--- config.mk ---
export PLATFORM = sky130hd
export DESIGN_NAME = qau_front
export DESIGN_NICKNAME = d
export VERILOG_FILES = /design/src/qau_pkg.sv /design/src/qau_front.sv
export SDC_FILE = /design/constraint.sdc
export NUM_CORES = 1
export LEC_CHECK = 0
export BUFFER_PORTS_ARGS = -buffer_cell sky130_fd_sc_hd__buf_2
export CORE_AREA = 5 5 255 257
export DETAILED_ROUTE_END_ITERATION = 8
export DIE_AREA = 0 0 260 262
export PLACE_DENSITY_LB_ADDON = 0.12
export SLEW_MARGIN = 5
export SYNTH_ARGS = -nofsm -noshare
export SYNTH_HDL_FRONTEND = slang
export SYNTH_SLANG_ARGS = --single-unit
--- constraint.sdc ---
create_clock -name clk -period 21.5 [get_ports clk]
set_clock_uncertainty 0.05 [all_clocks]
set_input_delay 4.3 -clock clk [delete_from_list [all_inputs] [get_ports clk]]
set_output_delay 4.3 -clock clk [all_outputs]
set_load 0.03 [all_outputs]
--- src/qau_pkg.sv ---
package qau_pkg;

	localparam int DataWidth = 32;
	localparam int FracBits = 28;
	localparam int ProdWidth = 2 * DataWidth;
	localparam int SumWidth = ProdWidth + 3;

	typedef logic signed [DataWidth-1:0] word_t;
	typedef logic signed [ProdWidth-1:0] prod_t;
	typedef logic signed [SumWidth-1:0] sum_t;

	typedef enum logic [1:0] {
		MODE_PRODUCT = 2'd0,
		MODE_CONJ = 2'd1,
		MODE_ROTATE = 2'd2,
		MODE_MATRIX = 2'd3
	} mode_t;

	typedef struct packed {
		mode_t mode;
		word_t a_s;
		word_t a_x;
		word_t a_y;
		word_t a_z;
		word_t b_s;
		word_t b_x;
		word_t b_y;
		word_t b_z;
	} item_t;

	typedef struct packed {
		word_t [8:0] r;
		logic overflow;
	} result_t;

	localparam sum_t Half = sum_t'(1) <<< (FracBits - 1);
	localparam sum_t MaxW = sum_t'({1'b0, {(DataWidth-1){1'b1}}});
	localparam sum_t MinW = -MaxW - sum_t'(1);

	function automatic logic [DataWidth:0] round_sat(input sum_t v);
		sum_t s;
		s = (v + Half) >>> FracBits;
		if (s > MaxW) return {1'b1, MaxW[DataWidth-1:0]};
		if (s < MinW) return {1'b1, MinW[DataWidth-1:0]};
		return {1'b0, s[DataWidth-1:0]};
	endfunction

	function automatic sum_t sx(input prod_t p);
		return sum_t'(p);
	endfunction

endpackage

--- src/qau_front.sv ---
module qau_front (
	input logic clk,
	input logic arst_n,
	input logic in_valid,
	output logic in_stall,
	input qau_pkg::item_t in_item,
	output logic q_valid,
	input logic q_stall,
	output qau_pkg::item_t q_item
);

	qau_pkg::item_t mem_q [4];
	logic [1:0] wr_q;
	logic [1:0] rd_q;
	logic [2:0] cnt_q;
	logic push;
	logic pop;

	assign in_stall = (cnt_q == 3'd4);
	assign push = in_valid && !in_stall;
	assign q_valid = (cnt_q != 3'd0);
	assign pop = q_valid && !q_stall;
	assign q_item = mem_q[rd_q];

	always_ff @(posedge clk) begin
		if (push) begin
			mem_q[wr_q] <= in_item;
		end
	end

	always_ff @(posedge clk or negedge arst_n) begin
		if (!arst_n) begin
			wr_q <= '0;
			rd_q <= '0;
			cnt_q <= '0;
		end else begin
			if (push) wr_q <= wr_q + 2'd1;
			if (pop) rd_q <= rd_q + 2'd1;
			cnt_q <= cnt_q + 3'(push) - 3'(pop);
		end
	end

	assert property (@(posedge clk) disable iff (!arst_n) cnt_q <= 3'd4)
		else $error("queue count beyond depth");
	assert property (@(posedge clk) disable iff (!arst_n)
		(cnt_q == 3'd4 && !pop) |=> in_stall)
		else $error("full queue accepted");
	assert property (@(posedge clk) disable iff (!arst_n)
		(cnt_q == 3'd0) |-> !pop)
		else $error("pop from empty queue");

endmodule

==> key figures, run 1 <==
Critical path
  – CP max stage cell: dfrtp_4
  – WP depth: 5
  – Max Fanout on Critical Path: 48
  – Worst R2R Start: cnt_q[2]
  – Critical R2R Capture: mem_q[3][139]
  – Crit path kind: reg2out
  – Worst EP required: 17.15 ns
  – Most used cell, CP: buf_4
  – Worst Setup Start Kind: register
  – Crit path buf inv count: 4
  – CP max stage delay: 0.89 ns
  – R2R Setup Slk: 17.60 ns
  – Cell count of the worst reg-to-reg path: 5
  – Data arrival, critical path: 4.91 ns
  – Cell Chain, Critical Path: buf_4 > buf_4 > buf_4 > mux4_2 > buf_2
  – Critical path's top delay family: buffers and inverters
  – CP endpoint kind: output pin

Synthesis
  – Yosys warning count: 0
  – Syn Nets: 1654
  – Post-synth cell types: 19
  – Syn avg cell area: 27.17 µm²
  – Sequential-to-total area share from yosys stat: 0.8281
  – Post-synthesis cell count: 1385
  – Post-Syn Area: 37640 µm²
  – Synthesis-stage register bit count: 1039

Cells and area
  – Final cell count without fillers: 2914
  – Final core occ: 0.7066
  – Nets: 2236
  – Post-route cell area: 44170 µm²
  – Synthesis-to-finish area growth: 17.35%
  – Layout cells sized above 1: 0.4551

GRT
  – Tot GR Track Use: 0.2248
  – First-pass GRT wire length: 112400 µm
  – Grt total ovfl: 0
  – Largest net degree at the start of global routing: 160
  – Initial antenna violation count: 34
  – Vias in the first global route: 17630

STA
  – Worst hold slack: 0.5076 ns
  – RSZ-0062 raised after global routing: no
  – Period utilisation layout: 0.4307
  – Final setup TNS: 0 ns
  – Relative slew slack: 0.2013
  – Tmin final: 9.259 ns
  – Final setup vio count: 0
  – Final-report hold violation count: 0
  – Slew @ Worst Pin: 1.198 ns
  – Fmax: 108.0 MHz
  – Max-slew violation count: 0

Route
  – Detailed-route via count: 16720
  – Post-DRT Antenna Nets: 0
  – Initial drt markers: 1323
  – Vias per cell: 5.739
  – Detailed-route wire length per cell: 26.33 µm
  – Pre-antenna DRT Iters: 5
  – WL final: 76720 µm
  – Drt drc: 0

Floorplan
  – Site row count: 92
  – IO Pins: 522
  – Die area: 68120 µm²
  – Core area: 62500 µm²
  – Die W: 260 µm
  – Die H: 262 µm
  – Initial Util: 0.6021

Pwr
  – Pleak: 0.01494 µW
  – Worst vdd ir: 0.1112 mV
  – Cell Pwr Density: 151.5 nW/µm²

Placed design
  – DP Cell Count: 2709
  – GP Congestion: 0.7583
  – Placed inst area: 41060 µm²
  – DP HPWL: 47270 µm
  – Port Buffers: 521

Clock tree
  – CTS tree: yes
  – Clk buf depth: 3
  – CTS sink count: 1039
  – H-tree depth: 3
  – Setup Buffers After CTS: 0
  – Clk_lat worst skew: 0.63 ns
  – Clock slew seen by the registers of the worst setup and hold paths: 0.06 ns
  – Post-cts sizing count: 0
  – Hold buffers post-CTS: 0
  – Total CTS buffers: 102
  – Root Driver: clkbuf_16

Hold path
  – Hold wc startpoint: cnt_q[0]
  – Hold Crit Depth: 1
  – WHS Endpoint: cnt_q[0]
  – Hold crit path type: reg2reg

Job
  – Max Cap Viol: 0

Run status
  – Status: completed
registers in the layout (all words and copies together) (netlist names):
name / flops
cnt_q: 3
wr_q: 2
mem_q: 1032
rd_q: 2
worst max-delay path by stage:
| stage | startpoint | endpoint |
|---|---|---|
| 2_1_floorplan | in_valid | mem_q[0][0] |
| 3_3_place_gp | rd_q[0] | q_item[138] |
| 3_5_place_dp | rd_q[0] | q_item[171] |
| 4_1_cts | rd_q[0] | q_item[241] |
| 5_1_grt | rd_q[0] | q_item[241] |
| 6_report | rd_q[0] | q_item[218] |
Yosys cell counts (all sizes together):
cell type | count | area, µm²
xnor2 | 3 | 26.28
nor2 | 1 | 3.750
ha | 6 | 75.07
nor3b | 2 | 15.01
edfxtp | 1032 | 30990
nor2b | 1 | 6.260
clkbuf | 5 | 18.77
xor2 | 2 | 17.52
buf | 53 | 411.7
nor3 | 1 | 5.000
fa | 1 | 20.02
nand2 | 1 | 3.750
dfrtp | 7 | 175.2
mux4 | 258 | 5811
o22ai | 1 | 6.260
and2 | 4 | 25.02
inv | 7 | 26.28
metal layers:
metal | vias up | track usage | wire length, µm
met5 | - | 0 | 228
met4 | 34 | 0.08117 | 1928
met3 | 126 | 0.07408 | 6857
met2 | 538 | 0.3608 | 39290
met1 | 8793 | 0.2964 | 28420
li1 | 7233 | - | -
worst register-to-register path, stage by stage (launching register included):
cell and delay, ns:
dfrtp_1 0.40, nor3b_1 0.18, nor2b_1 0.42, and2_4 0.66, buf_12 0.79, buf_4 0.95
stage by stage:
step                      worst slack, ns  total power, µW
after floorplan                     10.29             4570
after CTS                           11.93             6785
after detailed placement            12.67             5160
after global routing                11.63             6976
final                               12.24             6690
after global placement              12.68             5138
cell usage in the layout, fill, tap and decap left out, types with 3 or more instances in the layout:
master,count
edfxtp_1,1032
bufinv_16,3
clkinv_2,16
clkbuf_16,103
buf_12,5
mux4_2,258
buf_2,521
clkbuf_1,23
dfrtp_1,5
and2_4,4
ha_1,6
inv_6,3
buf_4,10
inv_1,7
xnor2_1,3
clkinv_1,30
diode_2,20
cells by family (layout without fill, tap and decap cells):
kind of cell               count (synthesis)  count (layout)  share of synthesized area
muxes                                    258             258                     0.1544
AOI/OAI and AO/OA                          1               1                  0.0001663
xor gates and xnor gates                   5               5                   0.001164
other                                      0              20                          0
buffers and inverters                     65             728                    0.01213
adders and majority gates                  7               7                   0.002527
and+or+nand+nor                           10              10                   0.001562
DFF                                     1039            1039                     0.8281
power breakdown:
part           switching [µW]  internal (µW)  leakage [µW]  total (µW)
clock                     699            916       0.00149        1620
combinational            1510            777       0.00391        2280
sequential                118           2670       0.00953        2790
total                    2320           4370        0.0149        6690
final cells by class:
class / instances / area [µm²]
Timing Repair Buffer: 536 / 2783
Clock buffer: 127 / 2678
Sequential cell: 1039 / 31170
Multi-Input combinational cell: 281 / 6025
Inverter: 7 / 26.28
Antenna cell: 20 / 50.05
Clock inverter: 58 / 374.1
Tap cell: 846 / 1059
Fill cell: 3698 / 18340
(Power assumes the default switching activity.)
==> run 2: changes to the inputs <==
--- a/config.mk
+++ b/config.mk
@@ -6,9 +6,9 @@
 export NUM_CORES = 1
 export LEC_CHECK = 0
 export BUFFER_PORTS_ARGS = -buffer_cell sky130_fd_sc_hd__buf_2
-export CORE_AREA = 5 5 255 257
+export CORE_AREA = 5 5 263 265
 export DETAILED_ROUTE_END_ITERATION = 8
-export DIE_AREA = 0 0 260 262
+export DIE_AREA = 0 0 268 270
 export PLACE_DENSITY_LB_ADDON = 0.12
 export SLEW_MARGIN = 5
 export SYNTH_ARGS = -nofsm -noshare
==> constraint.sdc (replaced) <==
create_clock -name clk -period 9.11 [get_ports clk]
set_clock_uncertainty 0.05 [all_clocks]
set_input_delay 1.822 -clock clk [delete_from_list [all_inputs] [get_ports clk]]
set_output_delay 1.822 -clock clk [all_outputs]
set_load 0.03 [all_outputs]
==> key figures, run 2 (synthesis gave the netlist of run 1 again) <==
Run status
  – Status: completed

Floorplan
  – Die area: 72360 µm²
  – IO Pins: 522
  – Core area: 66560 µm²
  – Initial Util: 0.5654
  – Die W: 268 µm
  – Site row count: 95
  – Die H: 270 µm

GRT
  – Vias in the first global route: 17630
  – Largest net degree at the start of global routing: 134
  – First-pass GRT wire length: 112700 µm
  – Grt total ovfl: 0
  – Initial antenna violation count: 30
  – Tot GR Track Use: 0.2090

Placed design
  – DP HPWL: 46400 µm
  – Port Buffers: 521
  – Placed inst area: 41160 µm²
  – GP Congestion: 0.7539
  – Worst slack, placed: 4.304 ns

STA
  – Tmin final: 5.313 ns
  – RSZ-0062 raised after global routing: no
  – Fmax: 188.2 MHz
  – Slack of the critical path: 3.797 ns
  – Final setup vio count: 0
  – Max-slew violation count: 0
  – Worst hold slack: 0.4849 ns
  – Period utilisation layout: 0.5832
  – Final-report hold violation count: 0
  – Final setup TNS: 0 ns
  – Relative slew slack: 0.2769
  – Slew @ Worst Pin: 1.085 ns

Cells and area
  – Largest regs: mem_q x1032, cnt_q x3
  – Post-route cell area: 44310 µm²
  – Largest register FFs: 1032
  – Most common cell after layout, fill and taps aside: edfxtp_1
  – Synthesis-to-finish area growth: 17.73%
  – Biggest register: mem_q
  – Nets: 2236
  – Most frequent cells in the layout: 1032 x edfxtp_1, 521 x buf_2, 258 x mux4_2, 103 x clkbuf_16, 32 x clkbuf_1
  – Final core occ: 0.6657
  – Layout cells sized above 1: 0.4533

Clock tree
  – Hold buffers post-CTS: 0
  – Post-cts sizing count: 0
  – Setup Buffers After CTS: 0
  – CTS sink count: 1039
  – Root Driver: clkbuf_16
  – Clk_lat worst skew: 0.65 ns
  – H-tree depth: 3
  – Clk buf depth: 3
  – CTS tree: yes
  – Clock slew seen by the registers of the worst setup and hold paths: 0.06 ns
  – Total CTS buffers: 101

Route
  – WL final: 76090 µm
  – Post-DRT Antenna Nets: 0
  – Post-Route M1 WL: 28310 µm
  – Pre-antenna DRT Iters: 5
  – Detailed-route wire length per cell: 25.89 µm
  – Detailed-route via count: 16690
  – Drt drc: 0
  – WL met2: 39140 µm
  – Initial drt markers: 1194
  – DR top layer: met5
  – Vias per cell: 5.677
  – Met3 routed WL: 6489 µm

Critical path
  – Crit path launch: rd_q[0]
  – R2R Setup Slk: 5.96 ns
  – Worst EP required: 7.24 ns
  – Cell count of the worst reg-to-reg path: 4
  – CP endpoint kind: output pin
  – Max Fanout on Critical Path: 117
  – Worst R2R Start: cnt_q[2]
  – Critical R2R Capture: mem_q[3][143]
  – Data arrival, critical path: 3.44 ns
  – Crit path kind: reg2out
  – Worst Setup Start Kind: register

Pwr
  – Worst vdd ir: 0.3506 mV
  – Pleak: 0.01497 µW
  – Cell Pwr Density: 358.4 nW/µm²

Hold path
  – Hold wc startpoint: cnt_q[0]
  – Hold Crit Depth: 1
  – Hold crit path type: reg2reg
  – WHS Endpoint: cnt_q[0]

Job
  – Max Cap Viol: 0
[run 2: cell count changes in the layout (fill, tap and decap cells not counted), moves of 3 or more]
cell	delta
buf_12	+4
buf_4	-3
clkbuf_1	+9
clkinv_1	-6
clkinv_2	-3
[run 2: per-stage QoR]
step / cells / total power [µW]
final: 2939 / 15880
after global routing: 2930 / 16560
after CTS: 2920 / 16100
after detailed placement: 2737 / 12190
after global placement: 2737 / 12140
after floorplan: 1385 / 10780
[run 2: worst max path at each step]
stage                  endpoint  cells after the start  slack (ns)
global placement     q_item[66]                      3        4.29
floorplan           mem_q[0][0]                      2        0.38
finish              q_item[127]                      3        3.80
CTS                  q_item[66]                      3        3.58
global route        q_item[115]                      3        3.45
detailed placement   q_item[66]                      3        4.30
[run 2: report_power, final]
part	internal, µW	switching, µW
Clock	2220	1680
Sequential	6300	272
Combinational	1840	3560
Total	10400	5510
[run 2: critical path, cell delays in order (launching register included)]
cell	delay, ns
dfrtp_4	1.01
buf_12	0.66
mux4_2	0.66
buf_2	0.20
[run 2: final cells by class]
type / count / area, µm²
tap: 873 / 1092
multi-input combinational: 281 / 6025
clock inverter: 48 / 407.9
inverter: 7 / 26.28
fill: 4299 / 22260
antenna: 19 / 47.55
clock buffer: 135 / 2698
sequential: 1039 / 31170
timing repair buffer: 537 / 2840
[run 2: metal layers]
metal,global-route usage,up-vias
met5,0,-
met4,0.06544,20
met3,0.06659,131
met2,0.3438,525
met1,0.2710,8777
li1,-,7232
==> run 3: changes to the inputs <==
--- a/config.mk
+++ b/config.mk
@@ -5,10 +5,11 @@
 export SDC_FILE = /design/constraint.sdc
 export NUM_CORES = 1
 export LEC_CHECK = 0
+export ABC_AREA = 1
 export BUFFER_PORTS_ARGS = -buffer_cell sky130_fd_sc_hd__buf_2
-export CORE_AREA = 5 5 263 265
+export CORE_AREA = 5 5 272 274
 export DETAILED_ROUTE_END_ITERATION = 8
-export DIE_AREA = 0 0 268 270
+export DIE_AREA = 0 0 277 279
 export PLACE_DENSITY_LB_ADDON = 0.12
 export SLEW_MARGIN = 5
 export SYNTH_ARGS = -nofsm -noshare
==> constraint.sdc (replaced) <==
create_clock -name clk -period 5.3 [get_ports clk]
set_clock_uncertainty 0.05 [all_clocks]
set_input_delay 1.06 -clock clk [delete_from_list [all_inputs] [get_ports clk]]
set_output_delay 1.06 -clock clk [all_outputs]
set_load 0.03 [all_outputs]
==> key figures, run 3 <==
Floorplan
  – IO Pins: 522
  – Die W: 277 µm
  – Site row count: 98
  – Core area: 71120 µm²
  – Initial Util: 0.5735
  – Die H: 279 µm
  – Die area: 77280 µm²

STA
  – Final setup vio count: 0
  – Fmax: 237.9 MHz
  – Tmin final: 4.203 ns
  – Slew @ Worst Pin: 1.151 ns
  – Relative slew slack: 0.2308
  – Max-slew violation count: 0
  – Worst hold slack: 0.1947 ns
  – Slack of the critical path: 1.097 ns
  – Period utilisation layout: 0.7930
  – Final-report hold violation count: 0
  – RSZ-0062 raised after global routing: no

Cells and area
  – Nets: 4088
  – # fillers: 5116
  – Footprint of the multi-input gates: 7681 µm²
  – Final core occ: 0.6677
  – FF+latch area: 31170 µm²
  – Most frequent cells in the layout: 1032 x edfxtp_1, 791 x nand2_1, 521 x buf_2, 518 x nor2_1, 319 x o21ai_0
  – Biggest register: mem_q
  – Largest register FFs: 1032
  – Layout cells sized above 1: 0.1809
  – Most common cell after layout, fill and taps aside: edfxtp_1
  – Synthesis-to-finish area growth: 16.42%
  – Largest regs: mem_q x1032, cnt_q x3

Route
  – Initial drt markers: 1958
  – Drt drc: 0
  – Vias per cell: 5.108
  – Detailed-route wire length per cell: 17.89 µm
  – Post-DRT Antenna Nets: 0
  – Pre-antenna DRT Iters: 5
  – WL final: 87290 µm
  – Detailed-route via count: 24930

Synthesis
  – Top post-synthesis cells by count: 1032 x edfxtp_1, 792 x nand2_1, 522 x nor2_1, 319 x o21ai_0, 273 x inv_1
  – Post-Synth Adder-Cell Area: 0.002331
  – Syn avg cell area: 12.26 µm²
  – Synthesis-stage register bit count: 1039
  – Top area cells in the synthesized netlist: edfxtp_1 76%, nand2_1 7.3%, nor2_1 4.8%, o21ai_0 3.9%, inv_1 2.5%
  – Post-synthesis compound-gate area fraction: 0.06331
  – Post-synthesis mux area share: 0
  – Post-synth EDFFs: 1032
  – XOR/XNOR Fraction of Synth Area: 0
  – Post-synthesis cell count: 3327
  – Yosys warning count: 0
  – Area fraction in and, or, nand and nor cells after synthesis: 0.1215
  – Top-count cell post-synth: edfxtp_1
  – Dominant cell type by area after synthesis: edfxtp_1
  – Sequential-to-total area share from yosys stat: 0.7640
  – Post-Syn Area: 40790 µm²
  – Post-synth cell types: 18
  – Yosys top cell area share: 0.7598
  – Ys flop type: edfxtp_1
  – Combinational family with the most area after synthesis: simple AND/OR/NAND/NOR gates
  – Syn Nets: 3596
  – Async S/R FF share, synth: 0.006737

Clock tree
  – Root Driver: clkbuf_16
  – Total CTS buffers: 102
  – Clock slew seen by the registers of the worst setup and hold paths: 0.06 ns
  – Setup Buffers After CTS: 0
  – CTS tree: yes
  – Clk_lat worst skew: 0.65 ns
  – Clk buf depth: 3
  – Post-cts sizing count: 0
  – H-tree depth: 3
  – CTS sink count: 1039
  – Hold buffers post-CTS: 0

Run status
  – Status: completed

Critical path
  – Cell Chain, Critical Path: buf_12 > nor2_1 > nor2_1 > o21ai_0 > nand2_1 > buf_2
  – Most used cell, CP: nor2_1
  – Crit path launch: rd_q[0]
  – CP max stage delay: 0.82 ns
  – Max Fanout on Critical Path: 236
  – Worst R2R Start: cnt_q[1]
  – CP max stage cell: dfrtp_4
  – Worst Setup Start Kind: register
  – Crit path buf inv count: 2
  – Data arrival, critical path: 3.09 ns
  – CP endpoint kind: output pin
  – Critical path's top delay family: flip-flops
  – Crit path kind: reg2out
  – WP depth: 6
  – Cell count of the worst reg-to-reg path: 5
  – Worst EP required: 4.19 ns

Placed design
  – GP Congestion: 0.7706
  – DP HPWL: 51850 µm
  – Worst slack, placed: 1.730 ns
  – Port Buffers: 521

GRT
  – Largest net degree at the start of global routing: 237
  – Grt total ovfl: 0
  – Initial antenna violation count: 49
  – First-pass GRT wire length: 132700 µm
  – Tot GR Track Use: 0.2194
  – Vias in the first global route: 23640

Pwr
  – Cell Pwr Density: 622.6 nW/µm²
  – Worst vdd ir: 0.5728 mV
  – Pleak: 0.01887 µW

Job
  – Max Cap Viol: 0

Hold path
  – Hold crit path type: in2async
-- run 3: final cells by class --
class	count	area share
clock buffers	127	0.05639
diodes	28	0.001476
repair buffers	559	0.06540
clock inverters	60	0.01154
inverters	275	0.02205
multi-input cells	1842	0.1618
flip-flops and latches	1039	0.6564
well taps	950	0.02503
-- run 3: where the power goes --
group,internal (µW),switching (µW)
sequential,10800,353
combinational,2830,8690
clock,3980,2930
-- run 3: cells by family (layout without fill, tap and decap cells) --
family / Yosys count / count (layout)
and+or+nand+nor: 1319 / 1319
AOI/OAI and AO/OA: 516 / 516
adders and majority gates: 7 / 7
DFF: 1039 / 1039
buffers and inverters: 446 / 1021
other: 0 / 28
-- run 3: worst paths after layout --
check | to | slack (ns)
max | q_item[151] | 1.10
min | cnt_q[0] | 0.19
max reg2reg | mem_q[3][163] | 2.59
min reg2reg | cnt_q[0] | 0.47
max in group asynchronous | rd_q[0] | 4.81
min in group clk | cnt_q[0] | 0.47
-- run 3: metal layers --
layer,track usage,vias to the layer above,share of wire,routed length (µm)
li1,-,12260,-,-
met1,0.2733,11770,0.39,34260
met2,0.3620,660,0.49,42600
met3,0.07241,208,0.080,6972
met4,0.08486,32,0.037,3248
met5,0,-,0.0024,209
-- run 3: per-stage QoR --
stage | total power (µW) | area [µm²] | instances | TNS [ns]
2_1_floorplan | 19600 | 40840 | 3327 | -150.05
3_3_place_gp | 22770 | 44190 | 4665 | 0
3_5_place_dp | 22920 | 44190 | 4665 | 0
4_1_cts | 29830 | 47420 | 4852 | 0
5_1_grt | 31280 | 47460 | 4869 | 0
6_report | 29560 | 47490 | 4880 | 0
